`src/design/servo_pulse_sequencer_unit_macros.svh`:
```
// Assertion macros for the servo pulse sequencer.
`ifndef SERVO_PULSE_SEQUENCER_UNIT_MACROS_SVH
`define SERVO_PULSE_SEQUENCER_UNIT_MACROS_SVH

// Same-cycle implication, disabled during reset.
`define SPSU_ASSERT_IMPLY(label, clk, rst, ante, cons) \
  label: assert property (@(posedge clk) disable iff (rst) (ante) |-> (cons)) \
    else $error("spsu assertion failed");

// Next-cycle implication, disabled during reset.
`define SPSU_ASSERT_NEXT(label, clk, rst, ante, cons) \
  label: assert property (@(posedge clk) disable iff (rst) (ante) |=> (cons)) \
    else $error("spsu assertion failed");

`endif

```
`src/design/spsu_pkg.sv`:
```
// Types and constants shared by the servo pulse sequencer modules.
`timescale 1ns / 1ps
package spsu_pkg;

  typedef struct packed {
    logic       req_type;
    logic [7:0] rx_byte;
  } spsu_in_t;

  typedef struct packed {
    logic       tx_valid;
    logic [7:0] tx_byte;
    logic [7:0] servo_lines;
    logic       channel_odd;
    logic       last;
  } spsu_out_t;

  typedef enum logic [1:0] {
    KIND_TICK,
    KIND_ECHO,
    KIND_PROMPT
  } spsu_kind_t;

  typedef struct packed {
    spsu_kind_t  kind;
    logic [7:0]  echo_byte;
    logic [2:0]  active;
  } spsu_burst_t;

  typedef struct packed {
    logic               busy;
    logic signed [9:0]  step;
    logic [15:0]        mid;
  } spsu_scale_t;

  localparam logic REQ_BYTE = 1'b0;
  localparam logic REQ_TICK = 1'b1;

  localparam logic [1:0] CFG_PULSE_MIN = 2'd0;
  localparam logic [1:0] CFG_PULSE_MAX = 2'd1;

  localparam logic [15:0] PULSE_MIN_RESET = 16'd780;
  localparam logic [15:0] PULSE_MAX_RESET = 16'd2200;

  localparam logic signed [7:0] ANGLE_STEP = 8'sd15;
  localparam logic signed [7:0] ANGLE_MAX  = 8'sd90;
  localparam logic signed [7:0] ANGLE_MIN  = -8'sd90;

  // ceil(2^23 / 180): exact quotient by 180 for any 16-bit dividend
  localparam int unsigned RECIP_SHIFT = 23;
  localparam logic [15:0] RECIP_180   = 16'd46604;

  localparam logic [7:0] CHAR_ONE   = 8'h31;
  localparam logic [7:0] CHAR_EIGHT = 8'h38;
  localparam logic [7:0] CHAR_PLUS  = 8'h2B;
  localparam logic [7:0] CHAR_MINUS = 8'h2D;
  localparam logic [7:0] CHAR_CR    = 8'h0D;
  localparam logic [7:0] CHAR_LF    = 8'h0A;
  localparam logic [7:0] CHAR_GT    = 8'h3E;

  localparam logic [1:0] BEAT_ECHO = 2'd0;
  localparam logic [1:0] BEAT_CR   = 2'd1;
  localparam logic [1:0] BEAT_LF   = 2'd2;
  localparam logic [1:0] BEAT_GT   = 2'd3;

endpackage

```
`src/design/servo_pulse_sequencer_unit.sv`:
```
// Top level of the servo pulse sequencer.
//
// in channel (in_valid/in_ready/in_data): a timer tick or a received command
// byte. out channel (out_valid/out_ready/out_data): result items, the final
// one of each input marked by last. Ticks and plain bytes give one result,
// '+' and '-' give four (echo, CR, LF, '>').
// An input is handled in the cycle it transfers; its first result shows on
// out the next cycle. One-result items run at one per cycle, back to back,
// as the next input transfers in the cycle the last result of the previous
// one transfers. A '+' or '-' holds in_ready low until its final '>'
// result transfers from the output register.
// A config write (cfg_we, cfg_index, cfg_wdata) holds in_ready low for the
// following cycle while the per-degree step is rederived by a reciprocal
// multiply; the same holds for the first cycle after reset.
// Reset sets calibration to 780/2200, all angles to -90, all pulse widths to
// 780, selected and active channel to 0 and empties the output register.
// When out_ready is low the pending result holds and no input is taken.
`timescale 1ns / 1ps
`include "servo_pulse_sequencer_unit_macros.svh"
module servo_pulse_sequencer_unit
  import spsu_pkg::*;
#(
  parameter int CHANNELS = 8
) (
  input  logic        clk,
  input  logic        rst,
  input  logic        in_valid,
  output logic        in_ready,
  input  spsu_in_t    in_data,
  output logic        out_valid,
  input  logic        out_ready,
  output spsu_out_t   out_data,
  input  logic        cfg_we,
  input  logic [1:0]  cfg_index,
  input  logic [15:0] cfg_wdata
);

  spsu_scale_t scale;
  spsu_burst_t burst;
  logic        accept;
  logic        out_last;

  assign in_ready = !scale.busy && (!out_valid || (out_ready && out_last));
  assign accept   = in_valid && in_ready;

  spsu_scale u_scale (
    .clk       (clk),
    .rst       (rst),
    .cfg_we    (cfg_we),
    .cfg_index (cfg_index),
    .cfg_wdata (cfg_wdata),
    .scale     (scale)
  );

  spsu_core #(
    .CHANNELS (CHANNELS)
  ) u_core (
    .clk     (clk),
    .rst     (rst),
    .accept  (accept),
    .in_data (in_data),
    .scale   (scale),
    .burst   (burst)
  );

  spsu_out u_out (
    .clk       (clk),
    .rst       (rst),
    .load      (accept),
    .burst_in  (burst),
    .out_valid (out_valid),
    .out_ready (out_ready),
    .out_data  (out_data),
    .out_last  (out_last)
  );

  `SPSU_ASSERT_IMPLY(a_busy_blocks_in, clk, rst, scale.busy, !in_ready)
  `SPSU_ASSERT_IMPLY(a_no_take_mid_burst, clk, rst, out_valid && !out_data.last, !in_ready)
  `SPSU_ASSERT_IMPLY(a_lines_onehot, clk, rst, out_valid, $onehot(out_data.servo_lines))
  `SPSU_ASSERT_NEXT(a_transfer_gives_result, clk, rst, accept, out_valid)

endmodule

```
`src/design/spsu_scale.sv`:
```
// Calibration registers and derived midpoint and per-degree step.
`timescale 1ns / 1ps
module spsu_scale
  import spsu_pkg::*;
(
  input  logic        clk,
  input  logic        rst,
  input  logic        cfg_we,
  input  logic [1:0]  cfg_index,
  input  logic [15:0] cfg_wdata,
  output spsu_scale_t scale
);

  logic [15:0] pulse_min;
  logic [15:0] pulse_max;
  logic        busy;
  logic [31:0] recip_prod;
  logic        diff_neg;
  logic signed [16:0] diff;
  logic [15:0] diff_mag;
  logic [8:0]  quot;
  logic [16:0] mid_sum;

  always_ff @(posedge clk) begin
    if (rst) begin
      pulse_min <= PULSE_MIN_RESET;
      pulse_max <= PULSE_MAX_RESET;
      busy      <= 1'b1;
    end else begin
      busy <= cfg_we;
      if (cfg_we) begin
        unique case (cfg_index)
          CFG_PULSE_MIN: pulse_min <= cfg_wdata;
          CFG_PULSE_MAX: pulse_max <= cfg_wdata;
          default: ;
        endcase
      end
    end
  end

  assign diff     = $signed({1'b0, pulse_max}) - $signed({1'b0, pulse_min});
  assign diff_mag = diff[16] ? 16'(-diff) : diff[15:0];

  // |max - min| / 180 by reciprocal, truncated toward zero
  always_ff @(posedge clk) begin
    recip_prod <= diff_mag * RECIP_180;
    diff_neg   <= diff[16];
  end

  assign quot    = recip_prod[31:RECIP_SHIFT];
  assign mid_sum = {1'b0, pulse_min} + {1'b0, pulse_max};

  always_comb begin
    scale.busy = busy;
    scale.step = diff_neg ? -$signed({1'b0, quot}) : $signed({1'b0, quot});
    scale.mid  = mid_sum[16:1];
  end

endmodule

```
`src/design/spsu_core.sv`:
```
// Channel tables, tick sequencing and command decode.
`timescale 1ns / 1ps
module spsu_core
  import spsu_pkg::*;
#(
  parameter int CHANNELS = 8
) (
  input  logic        clk,
  input  logic        rst,
  input  logic        accept,
  input  spsu_in_t    in_data,
  input  spsu_scale_t scale,
  output spsu_burst_t burst
);

  localparam int CH_W = (CHANNELS > 1) ? $clog2(CHANNELS) : 1;
  localparam logic [CH_W-1:0] LAST_CH = CH_W'(CHANNELS - 1);

  logic signed [7:0] channel_angle [CHANNELS];
  logic [15:0]       channel_pulse [CHANNELS];
  logic [CH_W-1:0]   selected_channel;
  logic [CH_W-1:0]   active_channel;
  logic [15:0]       tick_count;

  logic [CH_W-1:0]   active_next;
  logic              wrap;
  logic [7:0]        ch;
  logic              is_digit;
  logic [7:0]        digit;
  logic              digit_ok;
  logic              is_step;
  logic signed [8:0] ang_sum;
  logic signed [7:0] angle_next;
  logic signed [17:0] offset;
  logic signed [18:0] pulse_sum;
  logic [15:0]       pulse_next;

  assign ch       = in_data.rx_byte;
  assign is_digit = (ch >= CHAR_ONE) && (ch <= CHAR_EIGHT);
  assign digit    = ch - CHAR_ONE;
  assign digit_ok = is_digit && (int'(digit[2:0]) < CHANNELS);
  assign is_step  = (ch == CHAR_PLUS) || (ch == CHAR_MINUS);

  assign wrap        = tick_count >= channel_pulse[active_channel];
  assign active_next = (active_channel == LAST_CH) ? '0 : active_channel + 1'b1;

  always_comb begin
    if (ch == CHAR_PLUS) begin
      ang_sum    = 9'(channel_angle[selected_channel]) + 9'(ANGLE_STEP);
      angle_next = (ang_sum > 9'(ANGLE_MAX)) ? ANGLE_MAX : ang_sum[7:0];
    end else begin
      ang_sum    = 9'(channel_angle[selected_channel]) - 9'(ANGLE_STEP);
      angle_next = (ang_sum < 9'(ANGLE_MIN)) ? ANGLE_MIN : ang_sum[7:0];
    end
    offset    = 18'(angle_next) * 18'(scale.step);
    pulse_sum = $signed({3'b000, scale.mid}) + 19'(offset);
    if (pulse_sum < 0) begin
      pulse_next = '0;
    end else if (pulse_sum > $signed(19'h0FFFF)) begin
      pulse_next = 16'hFFFF;
    end else begin
      pulse_next = pulse_sum[15:0];
    end
  end

  always_ff @(posedge clk) begin
    if (rst) begin
      for (int i = 0; i < CHANNELS; i++) begin
        channel_angle[i] <= ANGLE_MIN;
        channel_pulse[i] <= PULSE_MIN_RESET;
      end
      selected_channel <= '0;
      active_channel   <= '0;
      tick_count       <= '0;
    end else if (accept) begin
      if (in_data.req_type == REQ_TICK) begin
        if (wrap) begin
          active_channel <= active_next;
          tick_count     <= '0;
        end else begin
          tick_count <= tick_count + 16'd1;
        end
      end else if (digit_ok) begin
        selected_channel <= CH_W'(digit[2:0]);
      end else if (is_step) begin
        channel_angle[selected_channel] <= angle_next;
        channel_pulse[selected_channel] <= pulse_next;
      end
    end
  end

  always_comb begin
    burst.echo_byte = ch;
    if (in_data.req_type == REQ_TICK) begin
      burst.kind   = KIND_TICK;
      burst.active = 3'(wrap ? active_next : active_channel);
    end else begin
      burst.kind   = is_step ? KIND_PROMPT : KIND_ECHO;
      burst.active = 3'(active_channel);
    end
  end

endmodule

```
`src/design/spsu_out.sv`:
```
// Result register that plays out the one or four results of an item.
`timescale 1ns / 1ps
module spsu_out
  import spsu_pkg::*;
(
  input  logic        clk,
  input  logic        rst,
  input  logic        load,
  input  spsu_burst_t burst_in,
  output logic        out_valid,
  input  logic        out_ready,
  output spsu_out_t   out_data,
  output logic        out_last
);

  spsu_burst_t burst;
  logic        valid;
  logic [1:0]  beat;

  assign out_valid = valid;
  assign out_last  = (burst.kind != KIND_PROMPT) || (beat == BEAT_GT);

  always_ff @(posedge clk) begin
    if (rst) begin
      valid <= 1'b0;
      beat  <= BEAT_ECHO;
    end else if (load) begin
      valid <= 1'b1;
      beat  <= BEAT_ECHO;
    end else if (valid && out_ready) begin
      if (out_last) begin
        valid <= 1'b0;
      end else begin
        beat <= beat + 2'd1;
      end
    end
  end

  always_ff @(posedge clk) begin
    if (load) begin
      burst <= burst_in;
    end
  end

  always_comb begin
    out_data.tx_valid    = (burst.kind != KIND_TICK);
    out_data.servo_lines = 8'(9'd1 << burst.active);
    out_data.channel_odd = burst.active[0];
    out_data.last        = out_last;
    if (burst.kind == KIND_TICK) begin
      out_data.tx_byte = 8'h00;
    end else begin
      unique case (beat)
        BEAT_ECHO: out_data.tx_byte = burst.echo_byte;
        BEAT_CR:   out_data.tx_byte = CHAR_CR;
        BEAT_LF:   out_data.tx_byte = CHAR_LF;
        BEAT_GT:   out_data.tx_byte = CHAR_GT;
        default:   out_data.tx_byte = burst.echo_byte;
      endcase
    end
  end

endmodule
```
`config.mk`:
```
export PLATFORM = sky130hd
export DESIGN_NAME = servo_pulse_sequencer_unit
export DESIGN_NICKNAME = d
export VERILOG_FILES = /design/src/design/spsu_pkg.sv /design/src/design/servo_pulse_sequencer_unit.sv /design/src/design/spsu_scale.sv /design/src/design/spsu_core.sv /design/src/design/spsu_out.sv
export VERILOG_INCLUDE_DIRS = /design/src /design/src/design
export SDC_FILE = /design/constraint.sdc
export NUM_CORES = 1
export LEC_CHECK = 0
export BUFFER_PORTS_ARGS = -buffer_cell sky130_fd_sc_hd__clkbuf_2
export CORE_MARGIN = 2
export CORE_UTILIZATION = 41
export CTS_CLUSTER_DIAMETER = 30
export CTS_CLUSTER_SIZE = 8
export DETAILED_ROUTE_END_ITERATION = 8
export GPL_ROUTABILITY_DRIVEN = 0
export SYNTH_ARGS = -nofsm -noshare
export SYNTH_HDL_FRONTEND = slang
export SYNTH_HIERARCHICAL = 1
export SYNTH_SLANG_ARGS = --single-unit
```
`constraint.sdc`:
```
create_clock -name clk -period 12.8 [get_ports clk]
set_clock_uncertainty 0.1 [all_clocks]
set_input_delay 2.56 -clock clk [delete_from_list [all_inputs] [get_ports clk]]
set_output_delay 2.56 -clock clk [all_outputs]
set_load 0.1 [all_outputs]
```
======== Word level (Yosys, flattened, before mapping) ========
Memory sizes are Yosys's and may differ from the RTL's. A register that Yosys moved wholly into a read port is not among the register bits.
Index checks and enable logic that the tools add are counted.
operators by class
  add/subtract/negate cells ............... 11
  multiply operators ...................... 2
  divide/modulo/power cells ............... 0
  order comparisons ....................... 7
  equality and inequality tests ........... 8
  shift operators ......................... 1
  mux-type cells .......................... 35
  bitwise logic cells ..................... 2
  reduce and logical (&&, ||, !) cells .... 25
operators with widths
  cell                      count
  $mux W16                  5
  $mux W8                   5
  $pmux W8 S4               1
  $mul A16 B14 Y30 const B  1
  $mux W3                   9
  $add A17 B18 Y19          1
  $gt A19 B17 Y1 const B    1
  $lt A19 B1 Y1 const B     1
  $mul A8 B10 Y18           1
  $add A16 B16 Y17          1
  $sub A16 B16 Y17          1
  $add A16 B1 Y16 const B   1
  $eq A8 B6 Y1 const B      2
  $ge A16 B16 Y1            1
  $neg A16 Y16              1
  $reduce_or A16 Y1         1
  $mux W1                   13
  $mux W10                  1
  $neg A9 Y10               1
  $reduce_and A2 Y1         5
  $add A8 B5 Y9 const B     1
  $gt A9 B8 Y1 const B      1
  $lt A9 B8 Y1 const B      1
  $sub A8 B5 Y9 const B     1
  other kinds (20)          34
word-level totals
  flip-flop bits (word level) ............. 102
  latch bits .............................. 0
  RAM bits ................................ 192
  memory bits (read-only) ................. 0
  input bits .............................. 32
  memories kept ........................... 2
memory list
  name                  depth  bits a word  rd ports  clocked after memory_dff  wr ports  line             RTL
  u_core.channel_pulse  8      16           1         1                         8         spsu_core.sv:20  logic [15:0] channel_pulse [CHANNELS];
  u_core.channel_angle  8      8            1         1                         8         spsu_core.sv:19  logic signed [7:0] channel_angle [CHANNELS];

======== Depth between registers and ports, before layout ========
Gate-level depths: netlist of run 1.
  depth after elaboration ................. 11
  mapped depth ............................ 37
  gate-level depth less buffers ........... 34

======== Hierarchy ========
Netlist of run 1, hierarchy kept.
modules (own cells, without submodules)
  module                      times used  cells each  area each (µm²)  sequential area each (µm²)
  spsu_core                   1           1321        15157.0          6326.1
  spsu_scale                  1           775         6730.2           860.8
  spsu_out                    1           66          760.7            450.4
  servo_pulse_sequencer_unit  1           3           27.5             0.0

======== Worst setup path after synthesis of run 1 ========
No wires, ideal clock.
  kind .................................... input -> register
  start ................................... in in_data[7] (netlist bit)
  end ..................................... mem u_core.channel_pulse[2][13] (data pin)
  setup time .............................. 274 ps
  arrival time ............................ 9487 ps
  required time ........................... 12426 ps
  path slack .............................. 2940 ps
  stages on the path ...................... 29
  cell sequence ........................... nor3b_1 nand3b_1 nor2_1 clkbuf_1 nand3_1 a31o_2 o21ai_1 buf_2 nor4_2 fa_1 inv_1 fa_1 inv_1 fa_1 fa_1 inv_1 fa_1 inv_1 ha_1 and3_1 a2bb2oi_1 a21boi_0 o21ai_0 a21oi_1 or2_2 o22ai_1 clkbuf_1 buf_1 a21oi_1
RTL lines
  element          line                              RTL
  start, declared  servo_pulse_sequencer_unit.sv:29  input spsu_in_t in_data,
  end, declared    spsu_core.sv:20

==> flow_summary_export.csv, run 1 <==
group,metric,value,unit
status,status,"finished, final reports clean",
clocking,h-tree-depth,2,
timing,fin_crit,10.45,ns
final_layout,multi_input_area,13570,um2
clocking,cts_resized,0,
synth,netlist-cell-type-count,117,
detailed_routing,remaining_drc_errors,0,
floorplanning,rows,86,
clocking,clock-root-buffer,"clkbuf_16",
synth,synthSimpleGateAreaFrac,0.1325,
synth,synth_top_family_by_area,"adder cells",
synth,synth_edf_count,205,
timing,tns,0,ns
floorplanning,die_y,239.2,um
floorplanning,die_w,239.2,um
synth,seq_area_frac_synth,0.3368,
clocking,post-cts-setup-buffer-count,0,
clocking,clock_sinks,279,
final_layout,fillerInstances,4993,
detailed_routing,first_pass_iters,5,
worst_setup_path,crit_path_end_kind,"register",
final_layout,final_cell_mix,"inv_1, ha_1, nand2_1, edfxtp_1, a21oi_1",
worst_setup_path,cp-start-kind,"register",
detailed_routing,antenna_left,0,
timing,max_slew.worst_pin.slew,1.229,ns
floorplanning,pin_count,53,
worst_setup_path,worst-setup-path-type,"reg2reg",
clocking,cts_buffers,59,
global_routing,overflow,0,
worst_setup_path,slowest_delay,0.74,ns
timing,hold_viol_final,0,
clocking,clk_pin_slew,0.05,ns
synth,synth-adder-area-share,0.2405,
clocking,clkLatencyLatePin,0.62,ns
final_layout,seqCellArea,7639,um2
synth,synth.area.top_cells,"edfxtp_1, fa_1, ha_1, dfxtp_1, inv_1",
global_routing,grt_pass1_vias,17060,
worst_setup_path,arrival,10.67,ns
floorplanning,die-area,57200,um2
synth,synth-compound-area-share,0.1162,
final_layout,nets,2596,
timing,finalCritPeriodShare,0.8160,
worst_hold_path,hp-class,"reg2reg",
synth,synth.avg_cell_area,10.47,um2
detailed_routing,drt_iter0_markers,1126,
detailed_routing,wirelength,56020,um
detailed_routing,post_drt_wl_per_cell,18.91,um
global_routing,grt_max_degree,97,
job,drv_cap,0,
clocking,cts_tree,"done",
worst_setup_path,cp_max_fo,96,
synth,syn_inst,2165,
floorplanning,core-area,54880,um2
detailed_routing,via_count,16200,
synth,synth-xor-area-share,0.04690,
synth,synth_top_area_frac,0.2715,
clocking,clock_path_buffers,3,
global_routing,grt_pass1_wl,91090,um
final_layout,layout.cells.most_common,"inv_1",
final_layout,drive_gt1_frac,0.1332,
timing,setup_viol,0,
synth,async_reset_ff_frac,0,
synth,synthesis.area,22680,um2
synth,yosysWarnings,6,
clocking,cts_hold_buffers,0,
timing,fmax,0.09574,GHz
synth,synth_ff_type,"edfxtp_1",
final_layout,num_antenna_cells,0,
synth,synth_area_leader_cell,"edfxtp_1",
timing,slew_viol_final,0,
floorplanning,start_util,0.4132,
worst_setup_path,cpMostUsedCell,"fa_1",
placed_design,numPortBuffers,52,
worst_hold_path,hp-start,"u_scale/pulse_max[13]",
global_routing,grt.total_usage,0.2013,
synth,synthMuxAreaShare,0.06152,
global_routing,antenna_found_initial,0,
synth,synth-seq-cells,279,
worst_setup_path,required,13.02,ns
worst_setup_path,crit_slowest_cell,"buf_4",
detailed_routing,via_per_inst,5.468,
synth,syn_nets,2550,
timing,slew_headroom,0.1787,
final_layout,area_delta_synth_final,12.76,%
placed_design,dp_hpwl,42590,um
timing,rsz0062_at_grt,"false",
-- flip-flops by register name, summed over array words and instances, names as in the netlist, named ones only --
register / cells
u_core/active_channel: 3
u_core/channel_angle: 64
u_core/channel_pulse: 128
u_core/selected_channel: 3
u_core/tick_count: 16
u_out/beat: 2
u_out/burst: 12
u_out/out_data: 1
u_out/out_valid: 1
u_scale/busy: 1
u_scale/diff_neg: 1
u_scale/pulse_max: 16
u_scale/pulse_min: 16
u_scale/recip_prod: 9
-- synthesized netlist by cell type (all sizes together), types with 10 or more instances --
master / count
inv: 263
clkbuf: 54
mux4: 42
edfxtp: 205
fa: 138
ha: 215
xnor2: 70
or3: 10
xor2: 42
and2: 36
buf: 42
nor2b: 16
dfxtp: 74
nor3: 35
nor4: 20
nand2b: 33
nand4: 12
o21ai: 39
nor2: 129
a21o: 22
and3: 19
nand3b: 10
mux2i: 35
a21oi: 180
nand2: 208
nand3: 42
a211oi: 15
o211ai: 11
-- path summary, 6_finish.rpt --
kind | endpoint | slack, ns | cells past startpoint
setup / recovery | u_core/channel_pulse[3][7] | 2.35 | 31
hold / removal | u_scale/pulse_max[13] | 0.38 | 2
setup reg to reg | u_core/channel_pulse[3][7] | 2.35 | 31
hold reg to reg | u_scale/pulse_max[13] | 0.38 | 2
-- cells by family (layout without fill, tap and decap cells) --
logic type,Yosys count,in the layout
XOR/XNOR,113,113
adder cells (fa/ha/maj),353,353
AND/OR/NAND/NOR,601,601
flip-flops,279,279
multiplexers,84,84
AO/OA/AOI/OAI,375,375
buffers and inverters,360,454
-- final cells by class --
| class | instances | area share |
|---|---|---|
| Multi-Input combinational cell | 1526 | 0.5309 |
| Inverter | 264 | 0.03876 |
| Tap cell | 704 | 0.03445 |
| Timing Repair Buffer | 81 | 0.01869 |
| Sequential cell | 279 | 0.2988 |
| Clock inverter | 30 | 0.01502 |
| Clock buffer | 79 | 0.06342 |
-- worst max-delay path, delay by kind of cell, from the launching register on --
kind	cells	cell delay (ns)
flip-flops	1	0.30
multiplexers	2	1.16
AO/OA/AOI/OAI	10	2.62
adder cells (fa/ha/maj)	7	2.93
AND/OR/NAND/NOR	4	1.11
buffers and inverters	8	1.88
-- per-layer routing --
layer  track usage  vias to the layer above  wire, um
met5             0                        -         0
met2        0.3582                      478     28240
met1        0.2497                     7996     23400
met4       0.06648                        0      1482
li1              -                     7627         -
met3       0.03019                      101      2895
-- metrics by stage --
step	hold slack (ns)	cell area (um2)	setup WS [ns]	utilization	std cells
6_report	0.3771	25570	2.355	0.4659	2963
4_1_cts	0.3794	25570	2.485	0.4659	2963
5_1_grt	0.3936	25570	1.797	0.4659	2963
3_5_place_dp	0.3733	23560	1.866	0.4294	2854
3_3_place_gp	0.3671	23560	2.050	0.4294	2854
2_1_floorplan	0.3530	22680	2.940	-	2165
Power of run 1 is not shown: default switching activity piles up to over one toggle a cycle in this logic, so the estimate is an artifact.
==> run 2: changes to the inputs <==
==> constraint.sdc (replaced) <==
create_clock -name clk -period 9.7 [get_ports clk]
set_clock_uncertainty 0.1 [all_clocks]
set_input_delay 1.94 -clock clk [delete_from_list [all_inputs] [get_ports clk]]
set_output_delay 1.94 -clock clk [all_outputs]
set_load 0.1 [all_outputs]
==> flow_summary_export.csv, run 2 (synthesized netlist as in run 1, its figures left out) <==
group,metric,value,unit
status,status,"finished, final reports clean",
floorplanning,die_y,239.2,um
global_routing,grt_max_degree,97,
clocking,clock-root-buffer,"clkbuf_16",
placed_design,dp_hpwl,41920,um
final_layout,drive_gt1_frac,0.1493,
clocking,h-tree-depth,3,
timing,slew_headroom,0.2664,
placed_design,dp_cells,2886,
clocking,cts_resized,0,
final_layout,final_cell_mix,"inv_1, ha_1, edfxtp_1, nand2_1, a21oi_1",
final_layout,fin_cells,3002,
global_routing,grt_pass1_vias,17180,
worst_setup_path,regToRegSetupSlack,0.50,ns
worst_hold_path,hp-class,"reg2reg",
detailed_routing,post_drt_wl_per_cell,18.47,um
worst_setup_path,required,10.00,ns
floorplanning,rows,86,
detailed_routing,antenna_left,0,
clocking,cts_tree,"done",
timing,hold_viol_final,0,
final_layout,nets,2635,
clocking,clock_sinks,279,
placed_design,dp_worst_setup_slack,-0.04613,ns
final_layout,layout.cells.most_common,"inv_1",
final_layout,seqCellArea,7639,um2
timing,fin_crit,9.200,ns
floorplanning,core-area,54880,um2
detailed_routing,first_pass_iters,5,
detailed_routing,wirelength,55430,um
clocking,clk_pin_slew,0.04,ns
global_routing,overflow,0,
floorplanning,start_util,0.4132,
final_layout,fillerInstances,4983,
worst_setup_path,arrival,9.50,ns
final_layout,largest_register_ffs,128,
floorplanning,pin_count,53,
clocking,clock_path_buffers,3,
job,drv_cap,0,
detailed_routing,via_per_inst,5.427,
clocking,post-cts-setup-buffer-count,0,
timing,finalCritPeriodShare,0.9485,
detailed_routing,drt_iter0_markers,978,
detailed_routing,via_count,16290,
placed_design,numPortBuffers,52,
worst_setup_path,cp_max_fo,12,
timing,max_slew.worst_pin.slew,1.093,ns
global_routing,antenna_found_initial,0,
timing,fmax,0.1087,GHz
clocking,clkLatencyLatePin,0.59,ns
final_layout,multi_input_area,13610,um2
final_layout,area_delta_synth_final,15.20,%
clocking,cts_buffers,66,
detailed_routing,remaining_drc_errors,0,
clocking,cts_hold_buffers,0,
final_layout,top_register,"u_core/channel_pulse",
timing,tns,0,ns
timing,slew_viol_final,0,
timing,setup_viol,0,
global_routing,grt.total_usage,0.2011,
global_routing,grt_pass1_wl,90710,um
worst_setup_path,cp-start-kind,"register",
floorplanning,die-area,57200,um2
worst_setup_path,crit_path_end_kind,"register",
final_layout,fin_util,0.4760,
final_layout,reg_top3,"u_core/channel_pulse: 128 flops, u_core/channel_angle: 64 flops",
final_layout,num_antenna_cells,0,
floorplanning,die_w,239.2,um
timing,setup_slack,0.4999,ns
worst_setup_path,worst-setup-path-type,"reg2reg",
run 2: cell types whose count changed in the layout (fill, tap and decap cells not counted), moves of 2 or more:
cell and delta:
buf_4 +31, nand2_1 -8, bufinv_16 +3, clkbuf_8 -3
clkinv_8 +2, clkinv_1 +6, nand2_2 +8, clkinv_2 -6
clkbuf_16 +9, clkinvlp_4 -6
run 2: layer usage:
metal  routed length [um]  global-route usage
met2                28130              0.3589
met4                 1383             0.06591
met1                23430              0.2478
met3                 2489             0.03135
met5                    0                   0
run 2: per-stage QoR:
| stage | area [um2] | hold slack [ns] |
|---|---|---|
| 2_1_floorplan | 22680 | 0.3530 |
| 3_3_place_gp | 23820 | 0.3664 |
| 3_5_place_dp | 23820 | 0.3726 |
| 4_1_cts | 26080 | 0.3799 |
| 5_1_grt | 26120 | 0.3982 |
| 6_report | 26120 | 0.3781 |
run 2: critical path, stage by stage (launching register included):
cell	delay (ns)
dfxtp_1	0.41
mux4_2	0.61
mux2i_4	0.50
ha_1	0.30
inv_1	0.10
a211oi_2	0.44
nor3_2	0.15
xnor2_2	0.23
o211ai_4	0.23
and3_1	0.33
buf_4	0.18
nor4_2	0.29
fa_1	0.55
inv_1	0.23
fa_1	0.46
fa_1	0.54
inv_1	0.05
fa_1	0.47
ha_1	0.31
ha_1	0.39
a21o_1	0.19
a21o_1	0.19
a221o_1	0.34
a21o_1	0.16
a21oi_1	0.23
xnor2_2	0.36
nand2_2	0.38
a21oi_1	0.26
run 2: path summary, 6_finish.rpt:
check                                             endpoint  cells after the start            startpoint
worst min-delay path                  u_scale/pulse_min[1]                      2  u_scale/pulse_min[1]
worst min register to register        u_scale/pulse_min[1]                      2  u_scale/pulse_min[1]
worst max-delay path            u_core/channel_pulse[4][0]                     27              register
worst max register to register  u_core/channel_pulse[4][0]                     27              register
run 2: cell type report:
cell class              instances  area share
clock inverters                31     0.01767
well taps                     704     0.03372
repair buffers                113     0.02797
multi-input cells            1526      0.5212
inverters                     264     0.03793
clock buffers                  85     0.06912
flip-flops and latches        279      0.2924
Power of run 2 is left out for the same reason.
